### src/abtp_fifo.sv
module abtp_fifo #(
    parameter int W     = 8,
    parameter int DEPTH = 4
) (
    input  logic         aclk,
    input  logic         aresetn,
    input  logic         wr_valid,
    output logic         wr_ready,
    input  logic [W-1:0] wr_data,
    output logic         rd_valid,
    input  logic         rd_pop,
    output logic [W-1:0] rd_data
);
    localparam int PTR_W = (DEPTH > 1) ? $clog2(DEPTH) : 1;
    localparam int CNT_W = $clog2(DEPTH + 1);

    logic [W-1:0]     slot_reg [DEPTH];
    logic [PTR_W-1:0] wr_ptr_reg;
    logic [PTR_W-1:0] rd_ptr_reg;
    logic [CNT_W-1:0] count_reg;
    logic             do_wr;
    logic             do_rd;

    assign wr_ready = (count_reg != CNT_W'(DEPTH));
    assign rd_valid = (count_reg != '0);
    assign rd_data  = slot_reg[rd_ptr_reg];
    assign do_wr    = wr_valid && wr_ready;
    assign do_rd    = rd_pop && rd_valid;

    // Store incoming entries
    always_ff @(posedge aclk) begin
        if (do_wr) begin
            slot_reg[wr_ptr_reg] <= wr_data;
        end
    end

    // Advance pointers and occupancy
    always_ff @(posedge aclk) begin
        if (!aresetn) begin
            wr_ptr_reg <= '0;
            rd_ptr_reg <= '0;
            count_reg  <= '0;
        end else begin
            if (do_wr) begin
                wr_ptr_reg <= (wr_ptr_reg == PTR_W'(DEPTH - 1)) ? '0 : wr_ptr_reg + PTR_W'(1);
            end
            if (do_rd) begin
                rd_ptr_reg <= (rd_ptr_reg == PTR_W'(DEPTH - 1)) ? '0 : rd_ptr_reg + PTR_W'(1);
            end
            if (do_wr && !do_rd) begin
                count_reg <= count_reg + CNT_W'(1);
            end else if (do_rd && !do_wr) begin
                count_reg <= count_reg - CNT_W'(1);
            end
        end
    end

endmodule

### config.mk
export PLATFORM = sky130hd
export DESIGN_NAME = abtp_fifo
export DESIGN_NICKNAME = d
export VERILOG_FILES = /design/src/abtp_fifo.sv
export SDC_FILE = /design/constraint.sdc
export NUM_CORES = 1
export LEC_CHECK = 0
export BUFFER_PORTS_ARGS = -buffer_cell sky130_fd_sc_hd__buf_2
export CAP_MARGIN = 10
export CORE_UTILIZATION = 50
export DETAILED_ROUTE_END_ITERATION = 7
export HOLD_SLACK_MARGIN = 0.06
export PLACE_DENSITY = 0.74
export SLEW_MARGIN = 20
export SYNTH_ARGS = -nofsm -noshare
export SYNTH_HDL_FRONTEND = slang
export SYNTH_SLANG_ARGS = --single-unit
export TNS_END_PERCENT = 20
### constraint.sdc
create_clock -name aclk -period 2.2 [get_ports aclk]
set_input_delay 0.11 -clock aclk [delete_from_list [all_inputs] [get_ports aclk]]
set_output_delay 0.11 -clock aclk [all_outputs]
set_load 0.05 [all_outputs]
# Yosys cells after proc, flatten, opt, wreduce, memory -nomap -nowiden
# Memories as Yosys holds them, arrays and structs flattened. A register that Yosys moved wholly into a read port is not among the register bits.
# Cells that the tools add are included.
[word_totals]
input_bits = 12
out_inout_bits = 10
ram_bits = 32
elab_cells = 27
register_bits = 7
memories = 1
[classes]
add_sub_neg = 4
n_mux = 8
eq_ne = 3
reduce_logical = 8
[memory_table]
columns = ["name", "words", "width", "read_ports", "rd_clocked_by_memory_dff", "write_ports", "line_no", "text"]
rows = [
  ["slot_reg", 4, 8, 1, 1, 1, "17", "logic [W-1:0] slot_reg [DEPTH];"],
]
[ops]
columns = ["cell", "n"]
rows = [
  ["$mux W2", 4],
  ["$mux W3", 2],
  ["$add A2 B1 Y2 const B", 2],
  ["$eq A2 B2 Y1 const B", 2],
  ["$logic_and A1 B1 Y1", 4],
  ["$add A3 B1 Y3 const B", 1],
  ["$ne A3 B3 Y1 const B", 1],
  ["$reduce_bool A3 Y1", 1],
  ["$sub A3 B1 Y3 const B", 1],
  ["$logic_not A1 Y1", 2],
  ["$mux W1", 2],
  ["$reduce_bool A2 Y1", 1],
]

# Depth between registers and ports, before layout
# Gate-level depths: netlist of run 1.
[logic_depth]
depth_word = 6
mapped_depth = 9
ltp_nobuf = 8

# Least setup slack after synthesis of run 1
# Ideal clock, no wire load.
[synth_path]
path_kind = "reg2reg"
from = "register count_reg[0]"
to = "register count_reg[2]"
setup_time_ns = 0.076
required_ns = 2.124
synth_period_minus_slack_ns = 2.375
slack_ns = -0.175
t_arrival_ns = 2.299
path_stages_with_launch = 10
path_buffers = 1
path_cell_list = "dfxtp_1 > or3b_1 > clkbuf_2 > and2_4 > ha_1 > inv_1 > fa_1 > xor2_1 > or3_2 > a21boi_0"
[synth_between]
elab_chain_cells = 5
elab_cells_between_ends = 13
cone_classes = "2 x add/sub; 1 x eq/ne; 2 x mux; 8 x reduce/logical"
[synth_lines]
columns = ["item", "line_no", "text"]
rows = [
  ["from (decl)", "20", "logic [CNT_W-1:0] count_reg;"],
  ["from (signal assigned)", "51", "count_reg <= count_reg + CNT_W'(1);"],
  ["from (signal assigned)", "53", "count_reg <= count_reg - CNT_W'(1);"],
  ["$ne A3 B3 Y1 (*)", "24", "assign wr_ready = (count_reg != CNT_W'(DEPTH));"],
  ["named net wr_ready", "8", "output logic wr_ready,"],
  ["$logic_and A1 B1 Y1 (*)", "27", "assign do_wr = wr_valid && wr_ready;"],
  ["named net do_wr", "21", "logic do_wr;"],
  ["$logic_not A1 Y1", "52", "end else if (do_rd && !do_wr) begin"],
  ["$logic_and A1 B1 Y1", "52", ""],
  ["$reduce_bool A2 Y1 (no line)", "n/a", ""],
]
# The timed path passes the listed nets; every way through them passes the cells marked *. The select of a mux whose other input is x is not followed.
# A chain may end at the register's enable or synchronous reset.

# Worst setup path in the final report of run 1
[layout_path]
from = "register count_reg[2]"
to = "register count_reg[2]"
[layout_between]
elab_chain_cells = 5
elab_cells_between_ends = 13
cone_classes = "2 x add/sub; 1 x eq/ne; 2 x mux; 8 x reduce/logical"
[layout_lines]
columns = ["item", "line_no"]
rows = [
  ["$ne A3 B3 Y1 (*)", "24"],
  ["$logic_and A1 B1 Y1 (*)", "27"],
  ["named net do_wr", "21"],
  ["$logic_not A1 Y1", "52"],
  ["$logic_and A1 B1 Y1", "52"],
  ["$reduce_bool A2 Y1 (no line)", "n/a"],
]
# Marked as above.

==> out/metrics.yaml, run 1 <==
synth_top_cell_by_area: "edfxtp_1"
grt_max_degree: 13
yosys-mux-area-fraction: 0.122
synth_ff_type: "edfxtp_1"
yosysWarnings: 0
regToRegStartpoint: "count_reg[2]"
hold_class: "in2reg"
setup_violations: 0
first_iter_violations: 15
die-area_um2: 3500
outcome: "finished clean"
largest_register_ffs: 32
clkTransAtPathRegs_ns: 0.11
cp-start-kind: "register"
die_h_um: 59.2
max-vdd-ir-drop_mv: 0.711
finalWirelength_um: 2500
syn_nets: 112
critPathCaptureType: "register"
max_stage_delay_ns: 0.40
grt_overflow_total: 0
worst_slew_pin_slew_ns: 0.537
wl_per_cell_um: 14.5
synthCells: 93
layoutNonFillerInstCount: 172
drt_pass1_iterations: 4
h-tree-depth: 2
slew_headroom: 0.642
synthXorXnorAreaFrac: 0.0107
async_reset_ff_frac: 0
clock_sinks: 41
syn_area_um2: 1640
numCtsBuffers: 5
final_common_cell: "edfxtp_1"
clockBufferDepth: 2
vias_per_cell: 5.05
grt_use_total: 0.166
layout_common_cells: "32 x edfxtp_1, 21 x buf_2, 8 x mux4_2, 8 x dlygate4sd3_1, 6 x dfxtp_1"
synth_fa_ha_area_frac: 0.0581
synth_top_family_by_area: "multiplexers"
p_per_area_nw_per_um2: 1180
stdcell_area_um2: 1960
avgSynthCellArea_um2: 17.6
rsz0062_at_grt: "false"
post_dp_cell_area_um2: 1790
die_w_um: 59.2
use_met3: 0.0590
yosysUniqueCellTypes: 26
vias: 869
p_leak_nw: 0.711
seq_area_frac_synth: 0.698
cts_tree: "yes"
cp_max_fo: 5
grt_pass1_vias: 899
finalHoldViolations: 0
arrival_ns: 2.36
period_needed_ns: 2.09
syn2layout_area_growth_pct: 19.7
antenna_found_initial: 0
min_period_over_period: 0.948
clk_latency_ns: 0.34
crit_chain: "or3b_1, and2_4, ha_2, inv_1, fa_1, xor2_1, or3_2, a21boi_1"
io_pins: 22
dp_cells: 156
slew_violations: 0
post-place-ws_ns: -0.0527
clock_skew_ns: 0.00970
grt_first_pass_wirelength_um: 4000
path_buf_inv: 1
synthSimpleGateAreaFrac: 0.0719
synth_seq_cells: 41
max_cap_violations: 0
postCtsSetupBuffers: 0
critPathKind: "reg2reg"
synth_compound_area_frac: 0.0214
use_met1: 0.183
busiest_layer: "met2"
use_met2: 0.289
yosys-top-cells-area: "edfxtp_1 59%, dfxtp_1 11%, mux4_2 11%"
cp-startpoint: "count_reg[2]"
clock-root-buffer: "clkbuf_4"
setup_tns_ns: 0
hpwl_um: 1720
synth-edff-count: 32
critPathSlowestCell: "or3_2"
routabilityCongestion: 0.671
crit_required_ns: 2.47
initial_utilization: 0.531
finalWorstSetupSlack_ns: 0.115
fp.coreArea_um2: 3080
fmax_mhz: 480
layout-drive-gt1-share: 0.383
synth_top_area_share: 0.588
portBuffers: 21
fin_nets: 146
drc: 0
diodes: 0
crit_family: "simple AND/OR/NAND/NOR gates"
rows: 20
hold_path.startpoint: "wr_valid"
antenna_left: 0
stage by stage:
step,util,total power [W],hold WS (ns)
after global placement,0.583,0.00188,0.321
after detailed placement,0.583,0.00191,0.332
after global routing,0.636,0.00244,0.103
final,0.636,0.00231,0.0992
after CTS,0.630,0.00230,0.0869
after floorplan,-,0.00173,0.209
synth_stat cells, types with 2 or more instances:
cell and number:
edfxtp_1 32, dfxtp_1 9, mux4_2 8, ha_1 6
nand2_1 5, and3_2 4, o21ai_0 4, inv_1 3
mux2i_1 2, nand3_1 2, nor2_1 2, or3_2 2
layer usage:
layer	part of all wire	vias to the layer above	routed length [um]
met4	0.016	0	39
met3	0.038	6	96
met2	0.52	18	1310
met1	0.42	417	1060
met5	0	-	0
li1	-	428	-
power by group:
group	internal (W)	switching, W
combinational	0.000335	0.000519
clock	0.000158	0.000217
sequential	0.000966	0.000115
area by class of cell:
class	instances	area (um2)
clock buffers	8	58.8
flip-flops and latches	41	1150
repair buffers	31	200
inverters	3	11.3
multi-input cells	45	482
well taps	44	55.1
fillers	234	1120
worst min-delay path, cell delays in order:
cell	delay, ns
buf_2	0.12
nand4_1	0.07
o21ai_0	0.09
cell families (layout without fill, tap and decap cells):
| logic type | count (synthesis) | count (layout) |
|---|---|---|
| flops | 41 | 41 |
| fa+ha+maj | 7 | 7 |
| buf+inv | 7 | 42 |
| compound gates | 6 | 6 |
| simple gates | 20 | 20 |
| xor+xnor | 2 | 2 |
| mux | 10 | 10 |
timing repair:
item	in CTS	in global routing
setup endpoints to repair	1	1
endpoints found under the hold margin	32	0
pin swaps	0	0
resized for setup	1	7
hold buffers	8	0
final timing paths:
path                   end  slack, ns  cells after the start
max           count_reg[2]       0.11                      8
min reg2reg  wr_ptr_reg[1]       0.51                      2
max reg2reg   count_reg[2]       0.11                      8
min          wr_ptr_reg[0]        0.1                      3
No activity file was read; power rests on OpenSTA's default activity.
==> run 2: changes to the inputs <==
--- a/config.mk
+++ b/config.mk
@@ -6,11 +6,11 @@
 export NUM_CORES = 1
 export LEC_CHECK = 0
 export BUFFER_PORTS_ARGS = -buffer_cell sky130_fd_sc_hd__buf_2
-export CAP_MARGIN = 10
+export CAP_MARGIN = 20
 export CORE_UTILIZATION = 50
 export DETAILED_ROUTE_END_ITERATION = 7
 export HOLD_SLACK_MARGIN = 0.06
-export PLACE_DENSITY = 0.74
+export PLACE_DENSITY_LB_ADDON = 0.12
 export SLEW_MARGIN = 20
 export SYNTH_ARGS = -nofsm -noshare
 export SYNTH_HDL_FRONTEND = slang
==> constraint.sdc (replaced) <==
create_clock -name aclk -period 1.7 [get_ports aclk]
set_input_delay 0.085 -clock aclk [delete_from_list [all_inputs] [get_ports aclk]]
set_output_delay 0.085 -clock aclk [all_outputs]
set_load 0.05 [all_outputs]
==> out/metrics.yaml, run 2 (synthesis results as in run 1) <==
grt_max_degree: 14  # +1
rows: 20  # unchanged
fin_total_pwr_w: 0.00347  # +50%
min_period_over_period: 1.15  # +0.197
fp.coreArea_um2: 3080  # unchanged
cp_max_fo: 5  # unchanged
met3RoutedLength_um: 115  # +20%
grt_pass1_vias: 981  # +9.1%
routabilityCongestion: 0.646  # -3.7%
io_pins: 22  # unchanged
vias_per_cell: 5.02  # -0.71%
m1WireLength_um: 1060  # unchanged
largest_register_ffs: 32  # unchanged
crit_required_ns: 1.98  # -0.49 ns
finalHoldViolations: 0  # unchanged
layout-drive-gt1-share: 0.474  # +0.0916
antenna_found_initial: 0  # unchanged
clkTransAtPathRegs_ns: 0.11  # about the same
die-area_um2: 3500  # unchanged
die_h_um: 59.2  # unchanged
drc: 0  # unchanged
clock-root-buffer: "clkbuf_4"
utilization: 0.683  # +0.0467
wl_met2_um: 1380  # +6.0%
outcome: "finished, violations left"
period_needed_ns: 1.95  # -0.139 ns
diodes: 0  # unchanged
hpwl_um: 1790  # +4.5%
grt_overflow_total: 0  # unchanged
syn2layout_area_growth_pct: 28.5
numCtsBuffers: 5  # unchanged
max_cap_violations: 0  # unchanged
critPathKind: "reg2reg"
rsz0062_at_grt: "true"
clock_skew_ns: 0.00632  # -0.00339 ns
vias: 908  # +4.5%
clock_sinks: 41  # unchanged
slew_headroom: 0.745  # +0.103
drt_pass1_iterations: 4  # unchanged
grt_first_pass_wirelength_um: 4260  # +6.6%
p_leak_nw: 0.784  # +10%
highest_layer: "met4"
finalWirelength_um: 2600  # +4.1%
wl_per_cell_um: 14.4  # -1.1%
h-tree-depth: 2  # unchanged
max-vdd-ir-drop_mv: 0.918  # +29%
grt_use_total: 0.178  # +0.0113
fmax_mhz: 514  # +7.1%
p_per_area_nw_per_um2: 1650  # +40%
antenna_left: 0  # unchanged
setup_violations: 2  # +2
worst_slew_pin_slew_ns: 0.382  # -0.155 ns
die_w_um: 59.2  # unchanged
initial_utilization: 0.531  # unchanged
violations: "negative setup slack"
critPathCaptureType: "register"
arrival_ns: 2.23  # -0.13 ns
fin_nets: 155  # +6.2%
finalWorstSetupSlack_ns: -0.247  # -0.361 ns
slew_violations: 0  # unchanged
cp-start-kind: "register"
cts_tree: "yes"
hold_class: "in2reg"
clockBufferDepth: 2  # unchanged
first_iter_violations: 34  # +19
portBuffers: 21  # unchanged
final_common_cell: "edfxtp_1"
layout_common_cells: "32 x edfxtp_1, 20 x buf_2, 11 x buf_4"
clk_latency_ns: 0.34  # about the same
post-place-ws_ns: -0.226  # -0.173 ns
==> run 2: cell types whose count changed in the layout (fill, tap and decap cells not counted), sizes merged <==
cell,before,now
clkbuf,8,5
buf,23,32
bufinv,0,2
clkinv,0,1
==> run 2: metal layers <==
metal / up-vias / GRT usage
met5: - / 0
met4: 0 / 0.0884
met3: 6 / 0.0590
met2: 23 / 0.311
met1: 442 / 0.190
li1: 437 / -
==> run 2: timing repair <==
action                                  CTS  global route
pin swaps                                 3             0
endpoints found under the setup margin    8            10
gates resized for setup                   6             2
hold buffers                              8             0
hold endpoints to repair                 32             0
setup buffers                             2             0
==> run 2: critical path: stages, from the launching register on <==
cell and delay (ns):
dfxtp_4 0.38, or3b_4 0.23, and2_4 0.15, ha_4 0.13, inv_2 0.03, fa_2 0.33
xor2_1 0.16, or3_4 0.33, a21boi_2 0.14
==> run 2: worst paths after layout <==
check	slack, ns	to	start	depth (start not counted)
worst max-delay path	-0.25	count_reg[2]	count_reg[2]	8
worst max register to register	-0.25	count_reg[2]	count_reg[2]	8
worst min-delay path	0.06	wr_ptr_reg[0]	wr_valid	3
worst min register to register	0.51	wr_ptr_reg[1]	wr_ptr_reg[1]	2
==> run 2: layout make-up <==
class / count / area [um2]
Clock buffer: 5 / 37.5
Clock inverter: 3 / 65.1
Fill cell: 232 / 977
Inverter: 3 / 11.3
Multi-Input combinational cell: 45 / 504
Sequential cell: 41 / 1150
Tap cell: 44 / 55.1
Timing Repair Buffer: 40 / 274
==> run 2: stage by stage <==
step	instance area, um2	hold slack, ns	TNS [ns]	std cells
finish	2100	0.0585	-0.390	181
CTS	2090	0.0645	-0.384	181
global placement	1880	0.298	-0.285	163
global route	2100	0.0657	-0.794	181
floorplan	1670	0.184	-0.611	93
detailed placement	1880	0.308	-0.366	163
==> run 2: power breakdown <==
part / switching (W) / total, W / internal [W]
Combinational: 0.000765 / 0.00135 / 0.000587
Sequential: 0.000107 / 0.00136 / 0.00126
Clock: 0.000303 / 0.000759 / 0.000455
==> run 3: changes to the inputs <==
--- a/config.mk
+++ b/config.mk
@@ -7,6 +7,7 @@
 export LEC_CHECK = 0
 export BUFFER_PORTS_ARGS = -buffer_cell sky130_fd_sc_hd__buf_2
 export CAP_MARGIN = 20
+export CORE_MARGIN = 2
 export CORE_UTILIZATION = 50
 export DETAILED_ROUTE_END_ITERATION = 7
 export HOLD_SLACK_MARGIN = 0.06
==> out/metrics.yaml, run 3 (synthesis results as in run 1) <==
arrival_ns: 2.20  # -0.03 ns
r2r_setup_slack_ns: -0.25  # about the same
setup_violations: 2  # unchanged
clock-root-buffer: "clkbuf_4"
grt_pass1_vias: 935  # -4.7%
min_period_over_period: 1.15  # +0.00392
reg2reg_to: "count_reg[2]"
clock_sinks: 41  # unchanged
vias: 922  # +1.5%
post_dp_cell_area_um2: 1880  # unchanged
reg2regPathDepth: 8  # unchanged
finalHoldViolations: 0  # unchanged
hold_class: "in2reg"
fmax_mhz: 512  # -0.34%
largest_register_ffs: 32  # unchanged
cp_max_fo: 4  # -1
layout_common_cells: "32 x edfxtp_1, 20 x buf_2, 11 x buf_4"
drt_pass1_iterations: 4  # unchanged
critPathKind: "reg2reg"
antenna_left: 0  # unchanged
fin_total_pwr_w: 0.00331  # -4.8%
fin_nets: 156  # +0.65%
drc: 0  # unchanged
slew_headroom: 0.752  # +0.00682
hold_path.startpoint: "aresetn"
whs_endpoint: "wr_ptr_reg[1]"
die-area_um2: 3740  # +6.9%
crit_required_ns: 1.95  # -0.03 ns
hpwl_um: 1810  # +1.0%
grt_overflow_total: 0  # unchanged
finalWorstSetupSlack_ns: -0.253  # -0.00666 ns
stdcell_area_um2: 2080  # -0.83%
cp-start-kind: "register"
final_common_cell: "edfxtp_1"
max-vdd-ir-drop_mv: 1.17  # +28%
fp.coreArea_um2: 3080  # unchanged
violations: "negative setup slack"
fill_cells: 233  # +0.43%
max_cap_violations: 0  # unchanged
rsz0062_at_grt: "true"
die_h_um: 61.2  # +3.4%
wl_per_cell_um: 14.8  # +2.9%
slew_violations: 0  # unchanged
p_per_area_nw_per_um2: 1590  # -4.0%
syn2layout_area_growth_pct: 27.4
numCtsBuffers: 5  # unchanged
layout-drive-gt1-share: 0.457  # -0.0179
finalWirelength_um: 2690  # +3.4%
portBuffers: 21  # unchanged
grt_first_pass_wirelength_um: 4400  # +3.4%
critPathCaptureType: "register"
worstHoldPathCells: 3  # unchanged
routabilityCongestion: 0.649  # +0.59%
die_w_um: 61.2  # +3.4%
first_iter_violations: 13  # -62%
grt_use_total: 0.172  # -0.00581
io_pins: 22  # unchanged
clock_skew_ns: 0.0164  # +0.0101 ns
p_leak_nw: 0.774  # -1.3%
cts_tree: "yes"
worst_slew_pin_slew_ns: 0.372  # -0.0102 ns
h-tree-depth: 2  # unchanged
clkTransAtPathRegs_ns: 0.11  # about the same
grt_max_degree: 13  # -1
clk_latency_ns: 0.33  # about the same
vias_per_cell: 5.07  # +0.98%
initial_utilization: 0.531  # unchanged
antenna_found_initial: 0  # unchanged
rows: 20  # unchanged
clockBufferDepth: 2  # unchanged
outcome: "finished, violations left"
regToRegStartpoint: "count_reg[2]"
diodes: 0  # unchanged
period_needed_ns: 1.95  # +0.00666 ns
## run 3: cell types whose count changed in the layout (fill, tap and decap cells not counted)
| cell | delta |
|---|---|
| dlygate4sd3_1 | +1 |
| clkinv_2 | -1 |
| clkinv_1 | +1 |
| clkbuf_1 | +1 |
| bufinv_16 | -1 |
## run 3: per-layer routing
metal,GRT usage,part of all wire
met5,0,0
met4,0.0652,0.0067
met3,0.0567,0.032
met2,0.298,0.54
met1,0.198,0.42
## run 3: cell type report
class,instances,area [um2],share of cell area
flip-flops and latches,41,1150,0.554
multi-input cells,45,504,0.242
repair buffers,41,284,0.136
well taps,44,55.1,0.0264
clock buffers,6,41.3,0.0198
clock inverters,2,33.8,0.0162
inverters,3,11.3,0.00541
## run 3: stage by stage
step | worst slack [ns] | cells | utilization | TNS (ns) | hold slack [ns]
2_1_floorplan | -0.325 | 93 | - | -0.611 | 0.184
3_3_place_gp | -0.159 | 163 | 0.609 | -0.284 | 0.298
3_5_place_dp | -0.272 | 163 | 0.609 | -0.419 | 0.301
4_1_cts | -0.248 | 181 | 0.672 | -0.408 | 0.0829
6_report | -0.253 | 182 | 0.677 | -0.381 | 0.0983
5_1_grt | -0.329 | 182 | 0.677 | -0.754 | 0.0894
## run 3: worst max path at each step
stage / endpoint / startpoint / slack, ns
after floorplan: count_reg[2] / count_reg[0] / -0.32
after global placement: count_reg[2] / count_reg[1] / -0.16
after detailed placement: count_reg[2] / count_reg[1] / -0.27
after CTS: count_reg[2] / count_reg[2] / -0.25
after global routing: count_reg[2] / count_reg[2] / -0.33
final: count_reg[2] / count_reg[2] / -0.25
## run 3: report_power, final
| group | switching, W | internal [W] |
|---|---|---|
| clock | 0.000286 | 0.000307 |
| combinational | 0.000772 | 0.000583 |
| sequential | 0.000102 | 0.00126 |
| total | 0.00116 | 0.00215 |
## run 3: repair_timing
item / in CTS / in global routing
pin swaps: 0 / 3
hold buffers: 9 / 0
buffers inserted: 1 / 1
resized for setup: 6 / 2
cloned: 0 / 0
setup endpoints to repair: 8 / 9
endpoints found under the hold margin: 33 / 0
## run 3: worst max-delay path, stage by stage, from the launching register on
cell and delay, ns:
dfxtp_4 0.37, or3b_4 0.23, and2_4 0.15, ha_4 0.14, inv_2 0.04, fa_2 0.33, xor2_1 0.16, or3_4 0.33
a21boi_2 0.15
