--- src/abtp_pkg.sv ---
package abtp_pkg;

    // Fixed field widths
    localparam int TOKEN_W = 16;
    localparam int LOGIT_W = 32;

    // Defaults for the top-level parameters
    localparam int HISTORY_DEPTH_DEF = 128;
    localparam int VOCAB_MAX_DEF     = 65536;

    // Depth of the queue between front and back
    localparam int QUEUE_DEPTH = 4;

    // Request kinds carried on s_tuser
    typedef enum logic {
        REQ_LOGIT = 1'b0,
        REQ_CLEAR = 1'b1
    } req_t;

    // Classification attached to every queued item
    typedef struct packed {
        logic is_clear;
        logic last;
        logic in_range;
    } entry_flags_t;

endpackage

--- src/abtp_front.sv ---
module abtp_front #(
    parameter int VOCAB_MAX = 65536
) (
    input  logic                          aclk,
    input  logic                          aresetn,
    input  logic                          s_tvalid,
    output logic                          s_tready,
    input  logic [31:0]                   s_tdata,   // [31:0] logit
    input  logic                          s_tuser,   // [0] req_type
    input  logic                          s_tlast,
    input  logic                          init_busy,
    input  logic                          push_ready,
    output logic                          push_valid,
    output abtp_pkg::entry_flags_t        push_flags,
    output logic [$clog2(VOCAB_MAX+1)-1:0] push_idx,
    output logic signed [31:0]            push_logit
);
    import abtp_pkg::*;

    localparam int IDX_W = $clog2(VOCAB_MAX + 1);

    logic [IDX_W-1:0] elem_idx_reg;
    logic [IDX_W-1:0] elem_idx_next;
    logic             is_clear;
    logic             in_range;

    // Hold off input while the queue is full or the back part sweeps its ban table
    assign s_tready   = push_ready && !init_busy;
    assign push_valid = s_tvalid && s_tready;

    // Classify the incoming transaction
    always_comb begin
        is_clear = (req_t'(s_tuser) == REQ_CLEAR);
        in_range = (elem_idx_reg < IDX_W'(VOCAB_MAX));
        push_flags.is_clear = is_clear;
        push_flags.last     = s_tlast && !is_clear;
        push_flags.in_range = in_range && !is_clear;
        push_idx   = elem_idx_reg;
        push_logit = $signed(s_tdata);
    end

    // Advance the element counter, saturating at the vocabulary size; tlast or a clear resets it
    always_comb begin
        elem_idx_next = elem_idx_reg;
        if (push_valid) begin
            if (is_clear || s_tlast) begin
                elem_idx_next = '0;
            end else if (in_range) begin
                elem_idx_next = elem_idx_reg + IDX_W'(1);
            end
        end
    end

    always_ff @(posedge aclk) begin
        if (!aresetn) begin
            elem_idx_reg <= '0;
        end else begin
            elem_idx_reg <= elem_idx_next;
        end
    end

endmodule

--- config.mk ---
export PLATFORM = sky130hd
export DESIGN_NAME = abtp_front
export DESIGN_NICKNAME = d
export VERILOG_FILES = /design/src/abtp_pkg.sv /design/src/abtp_front.sv
export SDC_FILE = /design/constraint.sdc
export NUM_CORES = 1
export LEC_CHECK = 0
export ABC_AREA = 1
export BUFFER_PORTS_ARGS = -buffer_cell sky130_fd_sc_hd__buf_2
export CAP_MARGIN = 0
export CORE_AREA = 5 5 60 62
export DETAILED_ROUTE_END_ITERATION = 8
export DIE_AREA = 0 0 65 67
export GPL_TIMING_DRIVEN = 1
export PLACE_DENSITY = 0.92
export SYNTH_ARGS = -nofsm -noshare
export SYNTH_HDL_FRONTEND = slang
export SYNTH_SLANG_ARGS = --single-unit
--- constraint.sdc ---
create_clock -name aclk -period 3.9 [get_ports aclk]
set_clock_uncertainty 0.1 [all_clocks]
set_input_delay 0.195 -clock aclk [delete_from_list [all_inputs] [get_ports aclk]]
set_output_delay 0.195 -clock aclk [all_outputs]
set_load 0.01 [all_outputs]
Word level (Yosys, flattened, before mapping)
Index checks and enable logic that the tools add are counted.
{ "classes": {"add_sub_neg": 1, "mul": 0, "div": 0, "order_cmp": 1, "n_eq_ne": 0, "shifts": 0, "n_mux": 2, "bitwise": 0, "n_reduce_logical": 9} }
{ "op_table": {"columns": ["cell", "n"], "rows": [
  ["17-bit 2-to-1 mux", 2],
  ["17-bit by 1-bit adder with 17-bit output, second input constant", 1],
  ["17-bit less-than comparator, second input constant", 1],
  ["1-bit logical AND", 4],
  ["1-bit zero test", 2],
  ["2-bit AND reduction", 1],
  ["2-bit nonzero test", 1],
  ["1-bit logical OR", 1]
]} }
{ "word_totals": {"ff_bits": 17, "latch_bits": 0, "mem_bits_rw": 0, "rom_bits": 0, "in_bits": 39, "out_inout_bits": 54, "elab_cells": 14, "memories": 0} }

Logic depth before layout (Yosys ltp)
Gate-level depths: netlist of the first run.
{ "depth": {"depth_word": 4, "mapped_depth": 9, "depth_no_buf": 9} }

Worst setup path before layout of the first run
Ideal clock, no wire load.
{ "synth_timing": {"path_type": "register to register", "startpoint": "register elem_idx_reg[0], in the netlist push_idx[0]", "endpoint": "register elem_idx_reg[10], in the netlist push_idx[10]", "setup_time_ns": 0.113, "arrival_time_ns": 1.237, "setup_slack_ns": 2.451, "stages_incl_launch_ff": 9, "path_cell_list": "dfxtp_1 -> ha_1 -> nand3_2 -> nor2_4 -> inv_2 -> nor2_8 -> nand2_4 -> nor2_1 -> nor2_1"} }
{ "synth_between": {"elab_chain_len": 3, "elab_cells_between_ends": 6, "cone_classes": "add/sub (1); order compare (1); mux (2); reduce/logical (2)"} }
{ "synth_lines": {"columns": ["item", "line", "text"], "rows": [
  ["start, declared", "abtp_front.sv:22", "logic [IDX_W-1:0] elem_idx_reg;"],
  ["start signal, assigned", "abtp_front.sv:58", "elem_idx_reg <= elem_idx_next;"],
  ["17-bit by 1-bit adder with 17-bit output or 17-bit less-than comparator (tied branches)", "abtp_front.sv:49, abtp_front.sv:34", null],
  ["17-bit 2-to-1 mux or 2-bit nonzero test (tied branches)", null, null],
  ["17-bit 2-to-1 mux or 2-bit AND reduction (tied branches)", null, null]
]} }
Several ways; a longest one is shown, not always the timed one. The select of a mux whose other input is x is not followed.
A chain may end at the register's enable or synchronous reset.

Worst setup path after layout of the first run
Ends and elaborated chain as after synthesis.

==> flow_summary.html, run 1 <==
<table>
<tr><th>Metric</th><th>Value</th></tr>
<tr><th colspan="2">Global route</th></tr>
<tr><td>Maximum number of pins on one net before global-route repair</td><td>15</td></tr>
<tr><td>Global route total overflow</td><td>0</td></tr>
<tr><td>Initial antenna violation count</td><td>0</td></tr>
<tr><td>Global-route wire length before repair</td><td>3.86 mm</td></tr>
<tr><td>Via count of the first global-routing pass</td><td>885</td></tr>
<tr><td>Overall track demand over capacity in global routing</td><td>11.0%</td></tr>
<tr><th colspan="2">Route</th></tr>
<tr><td>Routed vias</td><td>975</td></tr>
<tr><td>Violation count after the first detailed-routing iteration</td><td>6</td></tr>
<tr><td>Wire length per cell</td><td>10.9 microns</td></tr>
<tr><td>Final routed DRC violation total</td><td>0</td></tr>
<tr><td>Antenna-violating nets left</td><td>0</td></tr>
<tr><td>Router iterations before antenna repair</td><td>4</td></tr>
<tr><td>Number of vias per cell after detailed routing</td><td>4.71</td></tr>
<tr><td>Post-detailed-routing wire length</td><td>2.26 mm</td></tr>
<tr><th colspan="2">Die</th></tr>
<tr><td>Number of core rows</td><td>20</td></tr>
<tr><td>Vertical die dimension</td><td>67 microns</td></tr>
<tr><td>Die area</td><td>4360 sq um</td></tr>
<tr><td>Initial core utilization</td><td>41.2%</td></tr>
<tr><td>Area of the placeable core</td><td>2980 sq um</td></tr>
<tr><td># IOs</td><td>93</td></tr>
<tr><td>Die extent in x</td><td>65 microns</td></tr>
<tr><th colspan="2">Clock tree</th></tr>
<tr><td>Num Clock Sinks</td><td>17</td></tr>
<tr><td>Post-cts hold buffer count</td><td>0</td></tr>
<tr><td>Worst-case clock buffer depth</td><td>2</td></tr>
<tr><td>CTS clock-pin slew for the worst setup and hold paths</td><td>0.11 ns</td></tr>
<tr><td># resized after CTS</td><td>0</td></tr>
<tr><td>Clock insertion delay at the later pin of the skew report</td><td>0.30 ns</td></tr>
<tr><td>Clock tree from TritonCTS</td><td>done</td></tr>
<tr><td>H-tree level count</td><td>1</td></tr>
<tr><td>Cell chosen for the clock root</td><td>clkbuf_4</td></tr>
<tr><td>Cts bufs inserted</td><td>3</td></tr>
<tr><td>Setup repair bufs after CTS</td><td>0</td></tr>
<tr><th colspan="2">Timing</th></tr>
<tr><td>Maximum clock rate</td><td>649 MHz</td></tr>
<tr><td>Hold Slack</td><td>0.0405 ns</td></tr>
<tr><td>Count of pins over their slew limit</td><td>0</td></tr>
<tr><td>Aggregate negative setup slack</td><td>0 ns</td></tr>
<tr><td>Number of setup violations in the final report</td><td>0</td></tr>
<tr><td>RSZ-0062 raised after global routing</td><td>no</td></tr>
<tr><td>Number of hold violations in the final report</td><td>0</td></tr>
<tr><td>Period utilization</td><td>39.5%</td></tr>
<tr><td>Final critical delay including setup and external delays</td><td>1.54 ns</td></tr>
<tr><td>Max transition margin</td><td>59.9%</td></tr>
<tr><td>Pin slew with the least headroom to its limit</td><td>0.601 ns</td></tr>
<tr><th colspan="2">Critical path</th></tr>
<tr><td>Startpoint kind of the worst setup timing path</td><td>flop</td></tr>
<tr><td>CP Max Fanout</td><td>7</td></tr>
<tr><td>Launch point of the worst reg-to-reg path</td><td>push_idx[0]</td></tr>
<tr><td>Worst setup path category</td><td>flop to flop</td></tr>
<tr><td>Data arrival at the endpoint of the critical path</td><td>1.68 ns</td></tr>
<tr><td>Internal reg-to-reg setup slack</td><td>2.36 ns</td></tr>
<tr><td>Critical Path Sink Type</td><td>flop</td></tr>
<tr><td>Number of cell instances on the worst register-to-register path</td><td>9</td></tr>
<tr><td>Required time worst endpoint</td><td>4.04 ns</td></tr>
<tr><td>Reg-to-reg endpoint</td><td>push_idx[10]</td></tr>
<tr><th colspan="2">Logic synthesis</th></tr>
<tr><td>Cell type with the highest aggregate area in the netlist</td><td>dfxtp_1</td></tr>
<tr><td>Async set-or-reset flop fraction in the synthesized netlist</td><td>0%</td></tr>
<tr><td>Yosys Warn Count</td><td>0</td></tr>
<tr><td>Count of cell types in the netlist</td><td>25</td></tr>
<tr><td>Number of nets produced by synthesis</td><td>216</td></tr>
<tr><td>Number of synthesized flops with an enable pin</td><td>0</td></tr>
<tr><td>Synth Cell Area</td><td>1230 sq um</td></tr>
<tr><td>Most used flip-flop cell after synthesis</td><td>dfxtp_1</td></tr>
<tr><td>Part of the Yosys area used for sequential elements</td><td>27.8%</td></tr>
<tr><td>Fraction of synthesized cell area taken by the top area cell type</td><td>27.8%</td></tr>
<tr><td>Post-synthesis instance total</td><td>176</td></tr>
<tr><td>Biggest area contributors in the synthesized netlist</td><td>dfxtp_1 (28%), buf_4 (20%), nand2_1 (9.2%)</td></tr>
<tr><td>Number of storage elements in the synthesis netlist</td><td>17</td></tr>
<tr><td>Syn avg cell area</td><td>6.97 sq um</td></tr>
<tr><th colspan="2">Hold path</th></tr>
<tr><td>Launch point of the worst hold path</td><td>aresetn</td></tr>
<tr><td>Worst min-delay path endpoint</td><td>push_idx[0]</td></tr>
<tr><td>Worst hold path depth</td><td>2</td></tr>
<tr><td>Class of the tightest hold or removal check</td><td>input pin to flop</td></tr>
<tr><th colspan="2">Finish</th></tr>
<tr><td>N_diodes</td><td>0</td></tr>
<tr><td>Fillers</td><td>322</td></tr>
<tr><td>Top library cells by usage in the layout, fill and taps aside</td><td>nand2_1 (30), buf_2 (28), nor2_1 (24)</td></tr>
<tr><td>Area added between synthesis and finish</td><td>-4.29%</td></tr>
<tr><td>Nets@finish</td><td>215</td></tr>
<tr><td>Layout cell share with drive strength beyond 1</td><td>27.6%</td></tr>
<tr><td>Most common cell after layout, fill and taps aside</td><td>nand2_1</td></tr>
<tr><td>Number of flip-flops in the largest register</td><td>17</td></tr>
<tr><th colspan="2">Place</th></tr>
<tr><td>Port-buffer cells</td><td>28</td></tr>
<tr><td>Final GP Congestion</td><td>0.822</td></tr>
<tr><td>Detailed Place HPWL</td><td>1.79 mm</td></tr>
<tr><th colspan="2">Run</th></tr>
<tr><td>Max Cap Viol</td><td>0</td></tr>
<tr><th colspan="2">Pwr</th></tr>
<tr><td>Worst-case vdd ir drop</td><td>0.000157 V</td></tr>
<tr><td>Pwr Density</td><td>254 nW/um^2</td></tr>
<tr><td>Total power</td><td>298 uW</td></tr>
<tr><td>Total leakage power</td><td>0.607 nW</td></tr>
<tr><th colspan="2">Run status</th></tr>
<tr><td>Run status</td><td>complete, no violations</td></tr>
</table>
## worst max path at each step
stage / slack (ns) / to / startpoint / cells past startpoint
after floorplan: 2.45 / push_idx[10] / push_idx[0] / 8
after global placement: 2.41 / push_idx[10] / push_idx[0] / 9
after detailed placement: 2.38 / push_idx[10] / push_idx[0] / 9
after CTS: 2.35 / push_idx[10] / push_idx[0] / 9
after global routing: 2.19 / push_idx[10] / push_idx[1] / 9
final: 2.36 / push_idx[10] / push_idx[0] / 9
## worst max-delay path, stage by stage (launching register included)
cell	delay (ns)
dfxtp_1	0.40
ha_1	0.22
nand3_2	0.13
nor2_4	0.14
inv_2	0.08
nor2_8	0.16
nand2_4	0.06
nand2_2	0.05
nand2_1	0.04
nor2_1	0.11
## layer usage
layer	track usage [%]	wire [microns]
met2	18.6	1070
met4	5.80	46
met3	3.04	157
met5	0	0
met1	12.7	986
## area by class of cell
cell class              count  area (sq um)  share of cell area (%)
multi-input cells         103           542                    46.2
flip-flops and latches     17           340                    29.0
repair buffers             28           140                    11.9
inverters                  22          82.6                    7.04
well taps                  33          41.3                    3.52
clock buffers               3          22.5                    1.92
clock inverters             1          5.00                   0.426
## logic make-up after synthesis
family	count (synthesis)	synth area share, %
AND/OR/NAND/NOR	86	35.6
adder cells (fa/ha/maj)	1	1.02
AO/OA/AOI/OAI	15	6.84
flip-flops	17	27.8
XOR/XNOR	1	0.714
buffers and inverters	56	28.1
## synthesized netlist by cell type (2+ instances only)
| master | n |
|---|---|
| buf_4 | 33 |
| nand2_1 | 30 |
| nor2_1 | 24 |
| inv_1 | 20 |
| dfxtp_1 | 17 |
| nand3_1 | 11 |
| a21oi_1 | 8 |
| o21ai_0 | 5 |
| nor2_2 | 4 |
| nand4_1 | 3 |
| nor3_1 | 3 |
| inv_2 | 2 |
| nand2_2 | 2 |
| nand3_2 | 2 |
| nor2_4 | 2 |
## through the flow
stage	worst slack, ns	util, %	area (sq um)	cells
after global placement	2.41	38.5	1150	203
after global routing	2.19	39.4	1170	207
after detailed placement	2.38	38.5	1150	203
final	2.36	39.4	1170	207
after floorplan	2.45	-	1230	176
after CTS	2.35	39.4	1170	207
## where the power goes
part / total [mW] / leakage [nW] / switching [mW] / internal, mW
Clock: 0.0995 / 0.0177 / 0.0613 / 0.0382
Combinational: 0.0233 / 0.452 / 0.0149 / 0.00847
Sequential: 0.175 / 0.137 / 0.000626 / 0.174
Power figures use the tool's default switching activity.
==> run 2: changes to the inputs <==
==> config.mk (replaced) <==
export PLATFORM = sky130hd
export DESIGN_NAME = abtp_front
export DESIGN_NICKNAME = d
export VERILOG_FILES = /design/src/abtp_pkg.sv /design/src/abtp_front.sv
export SDC_FILE = /design/constraint.sdc
export NUM_CORES = 1
export LEC_CHECK = 0
export ABC_AREA = 0
export BUFFER_PORTS_ARGS = -buffer_cell sky130_fd_sc_hd__buf_2
export CAP_MARGIN = 0
export CORE_AREA = 5 5 64 66
export DETAILED_ROUTE_END_ITERATION = 8
export DIE_AREA = 0 0 69 71
export GPL_TIMING_DRIVEN = 1
export PLACE_DENSITY = 0.83
export SYNTH_ARGS = -nofsm -noshare
export SYNTH_HDL_FRONTEND = slang
export SYNTH_SLANG_ARGS = --single-unit
==> constraint.sdc (replaced) <==
create_clock -name aclk -period 1.35 [get_ports aclk]
set_clock_uncertainty 0.1 [all_clocks]
set_input_delay 0.0675 -clock aclk [delete_from_list [all_inputs] [get_ports aclk]]
set_output_delay 0.0675 -clock aclk [all_outputs]
set_load 0.01 [all_outputs]
==> run 2 against run 1 <==
The flow now finishes with violations (setup timing). Die area grew 12%. Via count is 6.8% higher. Synthesized cell count shrank 24%. First-iteration DRC count increased by 130%. Power grew to 2.9 times the previous value. Global-route usage up 0.76 points. Clock power grew to 2.8 times the previous value.
==> flow_summary.html, run 2 <==
<table>
<tr><th>Metric</th><th>Value</th></tr>
<tr><th colspan="2">Route</th></tr>
<tr><td>Routed vias</td><td>1,041</td></tr>
<tr><td>Wire length per cell</td><td>13.4 microns</td></tr>
<tr><td>Violation count after the first detailed-routing iteration</td><td>14</td></tr>
<tr><td>Number of vias per cell after detailed routing</td><td>4.73</td></tr>
<tr><td>Post-detailed-routing wire length</td><td>2.94 mm</td></tr>
<tr><td>Antenna-violating nets left</td><td>0</td></tr>
<tr><td>Final routed DRC violation total</td><td>0</td></tr>
<tr><td>Router iterations before antenna repair</td><td>4</td></tr>
<tr><th colspan="2">Pwr</th></tr>
<tr><td>Sequential group share of total power</td><td>57.9%</td></tr>
<tr><td>Pwr Density</td><td>544 nW/um^2</td></tr>
<tr><td>Total leakage power</td><td>0.674 nW</td></tr>
<tr><td>Combinational group share of total power</td><td>9.9%</td></tr>
<tr><td>Proportion of power drawn by the clock network</td><td>32.2%</td></tr>
<tr><td>Worst-case vdd ir drop</td><td>0.000308 V</td></tr>
<tr><td>Net switching component of the power</td><td>208 uW</td></tr>
<tr><td>Pint</td><td>643 uW</td></tr>
<tr><td>Switching share of power</td><td>24.5%</td></tr>
<tr><th colspan="2">Clock tree</th></tr>
<tr><td>Clock tree from TritonCTS</td><td>done</td></tr>
<tr><td>H-tree level count</td><td>1</td></tr>
<tr><td>Num Clock Sinks</td><td>17</td></tr>
<tr><td>Clock insertion delay at the later pin of the skew report</td><td>0.29 ns</td></tr>
<tr><td>Cts bufs inserted</td><td>3</td></tr>
<tr><td>Cell chosen for the clock root</td><td>clkbuf_4</td></tr>
<tr><td>CTS clock-pin slew for the worst setup and hold paths</td><td>0.10 ns</td></tr>
<tr><td>Worst-case clock buffer depth</td><td>2</td></tr>
<tr><th colspan="2">Logic synthesis</th></tr>
<tr><td>Post-synthesis instance total</td><td>134</td></tr>
<tr><td>Syn avg cell area</td><td>8.56 sq um</td></tr>
<tr><td>Most used flip-flop cell after synthesis</td><td>dfxtp_1</td></tr>
<tr><td>Cell type with the highest aggregate area in the netlist</td><td>dfxtp_1</td></tr>
<tr><td>Number of nets produced by synthesis</td><td>174</td></tr>
<tr><td>Async set-or-reset flop fraction in the synthesized netlist</td><td>0%</td></tr>
<tr><td>Count of cell types in the netlist</td><td>36</td></tr>
<tr><td>Number of storage elements in the synthesis netlist</td><td>17</td></tr>
<tr><td>Part of the Yosys area used for sequential elements</td><td>29.7%</td></tr>
<tr><td>Most numerous cell types in the synthesized netlist</td><td>buf_4 (33), dfxtp_1 (17), nand2_1 (8), nor2_1 (8)</td></tr>
<tr><td>Yosys Warn Count</td><td>0</td></tr>
<tr><td>Top-count cell post-synth</td><td>buf_4</td></tr>
<tr><td>Synth Cell Area</td><td>1150 sq um</td></tr>
<tr><td>Number of synthesized flops with an enable pin</td><td>0</td></tr>
<tr><td>Fraction of synthesized cell area taken by the top area cell type</td><td>29.7%</td></tr>
<tr><td>Biggest area contributors in the synthesized netlist</td><td>dfxtp_1 (30%), buf_4 (22%), xor2_1 (3.1%)</td></tr>
<tr><th colspan="2">Timing</th></tr>
<tr><td>Count of pins over their slew limit</td><td>0</td></tr>
<tr><td>Final WS setup</td><td>-0.337 ns</td></tr>
<tr><td>Pin slew with the least headroom to its limit</td><td>0.250 ns</td></tr>
<tr><td>Maximum clock rate</td><td>593 MHz</td></tr>
<tr><td>Number of setup violations in the final report</td><td>14</td></tr>
<tr><td>Final critical delay including setup and external delays</td><td>1.69 ns</td></tr>
<tr><td>RSZ-0062 raised after global routing</td><td>yes</td></tr>
<tr><td>Max transition margin</td><td>83.2%</td></tr>
<tr><td>Number of hold violations in the final report</td><td>0</td></tr>
<tr><td>Period utilization</td><td>125%</td></tr>
<tr><td>Aggregate negative setup slack</td><td>-3.43 ns</td></tr>
<tr><th colspan="2">Place</th></tr>
<tr><td>Total cell area at the placement stage</td><td>1370 sq um</td></tr>
<tr><td>Placed instance count</td><td>206</td></tr>
<tr><td>Port-buffer cells</td><td>28</td></tr>
<tr><td>Detailed Place HPWL</td><td>2.14 mm</td></tr>
<tr><td>Final GP Congestion</td><td>0.808</td></tr>
<tr><td>Pre-CTS worst setup slack</td><td>-0.289 ns</td></tr>
<tr><th colspan="2">Finish</th></tr>
<tr><td>Area of all sequential standard cells</td><td>365 sq um</td></tr>
<tr><td>Final non-filler cell area</td><td>1570 sq um</td></tr>
<tr><td>N_diodes</td><td>0</td></tr>
<tr><td>Area added between synthesis and finish</td><td>36.5%</td></tr>
<tr><td>Top library cells by usage in the layout, fill and taps aside</td><td>buf_4 (35), buf_2 (27), nor2_1 (8)</td></tr>
<tr><td>Layout cell share with drive strength beyond 1</td><td>61.0%</td></tr>
<tr><td>Fillers</td><td>381</td></tr>
<tr><td>Final standard cell count with taps included and fillers excluded</td><td>220</td></tr>
<tr><td>Most common cell after layout, fill and taps aside</td><td>buf_4</td></tr>
<tr><td>Multi-input logic area</td><td>609 sq um</td></tr>
<tr><td>Nets@finish</td><td>213</td></tr>
<tr><td>Number of flip-flops in the largest register</td><td>17</td></tr>
<tr><th colspan="2">Critical path</th></tr>
<tr><td>CP Max Fanout</td><td>6</td></tr>
<tr><td>Worst setup path category</td><td>flop to flop</td></tr>
<tr><td>Required time worst endpoint</td><td>1.48 ns</td></tr>
<tr><td>Critical Path Sink Type</td><td>flop</td></tr>
<tr><td>Startpoint kind of the worst setup timing path</td><td>flop</td></tr>
<tr><td>Data arrival at the endpoint of the critical path</td><td>1.82 ns</td></tr>
<tr><th colspan="2">Global route</th></tr>
<tr><td>Maximum number of pins on one net before global-route repair</td><td>11</td></tr>
<tr><td>Global-route wire length before repair</td><td>4.81 mm</td></tr>
<tr><td>Overall track demand over capacity in global routing</td><td>11.8%</td></tr>
<tr><td>Initial antenna violation count</td><td>0</td></tr>
<tr><td>Global route total overflow</td><td>0</td></tr>
<tr><td>Via count of the first global-routing pass</td><td>1,048</td></tr>
<tr><th colspan="2">Die</th></tr>
<tr><td>Number of core rows</td><td>22</td></tr>
<tr><td>Vertical die dimension</td><td>71 microns</td></tr>
<tr><td>Die area</td><td>4900 sq um</td></tr>
<tr><td>Initial core utilization</td><td>32.6%</td></tr>
<tr><td>Area of the placeable core</td><td>3520 sq um</td></tr>
<tr><td># IOs</td><td>93</td></tr>
<tr><td>Die extent in x</td><td>69 microns</td></tr>
<tr><th colspan="2">Run</th></tr>
<tr><td>Max Cap Viol</td><td>0</td></tr>
<tr><th colspan="2">Hold path</th></tr>
<tr><td>Class of the tightest hold or removal check</td><td>input pin to flop</td></tr>
<tr><th colspan="2">Run status</th></tr>
<tr><td>Run status</td><td>finished, violations left</td></tr>
<tr><td>Violated checks</td><td>setup timing</td></tr>
</table>
[run 2: cell types whose count changed in the layout (fill, tap and decap cells not counted), sizes merged, moves of 3 or more]
cell / previous run / this run
or3: 0 / 5
nand3: 13 / 6
nand4: 3 / 6
nand2: 34 / 8
a21oi: 9 / 6
xor2: 1 / 4
inv: 22 / 3
buf: 28 / 68
or4: 0 / 6
nor2: 31 / 8
[run 2: per-stage QoR]
step	hold slack, ns	utilization [%]	power (mW)
final	0.0164	44.5	0.852
after detailed placement	0.0351	38.9	0.586
after floorplan	0.0779	-	0.639
after global routing	0.0176	44.5	0.910
after CTS	0.0150	42.4	0.863
after global placement	0.0351	38.9	0.585
[run 2: logic make-up (layout without fill, tap and decap cells)]
| family | Yosys count | after routing | share of synthesized area (%) |
|---|---|---|---|
| flip-flops | 17 | 17 | 29.7 |
| AO/OA/AOI/OAI | 19 | 19 | 9.81 |
| XOR/XNOR | 6 | 6 | 4.58 |
| buffers and inverters | 39 | 77 | 24.9 |
| adder cells (fa/ha/maj) | 1 | 1 | 1.09 |
| AND/OR/NAND/NOR | 52 | 52 | 30.0 |
[run 2: power by group through the flow]
stage	registers (mW)	clock network, mW	logic, mW
6_report	0.493	0.274	0.0845
5_1_grt	0.494	0.324	0.0921
4_1_cts	0.493	0.286	0.0838
3_5_place_dp	0.507	0	0.0790
3_3_place_gp	0.507	0	0.0780
2_1_floorplan	0.507	0	0.131
[run 2: worst max-delay path: stages (launching register included)]
cell,delay [ns]
dfxtp_4,0.39
ha_4,0.14
and4_4,0.22
nand4_4,0.13
or4_1,0.52
a21oi_1,0.12
[run 2: routing by layer]
| metal | share of wire, % | track usage [%] | wire length, microns | vias up |
|---|---|---|---|---|
| li1 | - | - | - | 511 |
| met2 | 52 | 20.8 | 1520 | 31 |
| met5 | 0 | 0 | 0 | - |
| met1 | 41 | 14.2 | 1210 | 493 |
| met3 | 5.9 | 2.56 | 173 | 6 |
| met4 | 1.2 | 4.12 | 34 | 0 |
[run 2: layout make-up]
type / count / share of cell area [%]
multi-input cells: 78 / 38.9
repair buffers: 69 / 30.4
flip-flops and latches: 17 / 23.3
well taps: 48 / 3.83
inverters: 4 / 1.84
clock buffers: 3 / 1.44
clock inverters: 1 / 0.319
[run 2: final timing paths]
path              depth (start not counted)  slack [ns]          from           end
hold / removal                            3        0.02       s_tlast   push_idx[0]
hold reg to reg                           2        0.41  push_idx[14]  push_idx[14]
setup / recovery                          5       -0.34   push_idx[0]  push_idx[14]
setup reg to reg                          5       -0.34   push_idx[0]  push_idx[14]
[run 2: repair_timing]
item                                   4_1_cts  5_1_grt
setup endpoints to repair                   16       18
buffers inserted                             5        5
pin swaps                                   11        7
endpoints found under the hold margin        2        0
resized for setup                           12       13
hold buffers                                 1        0
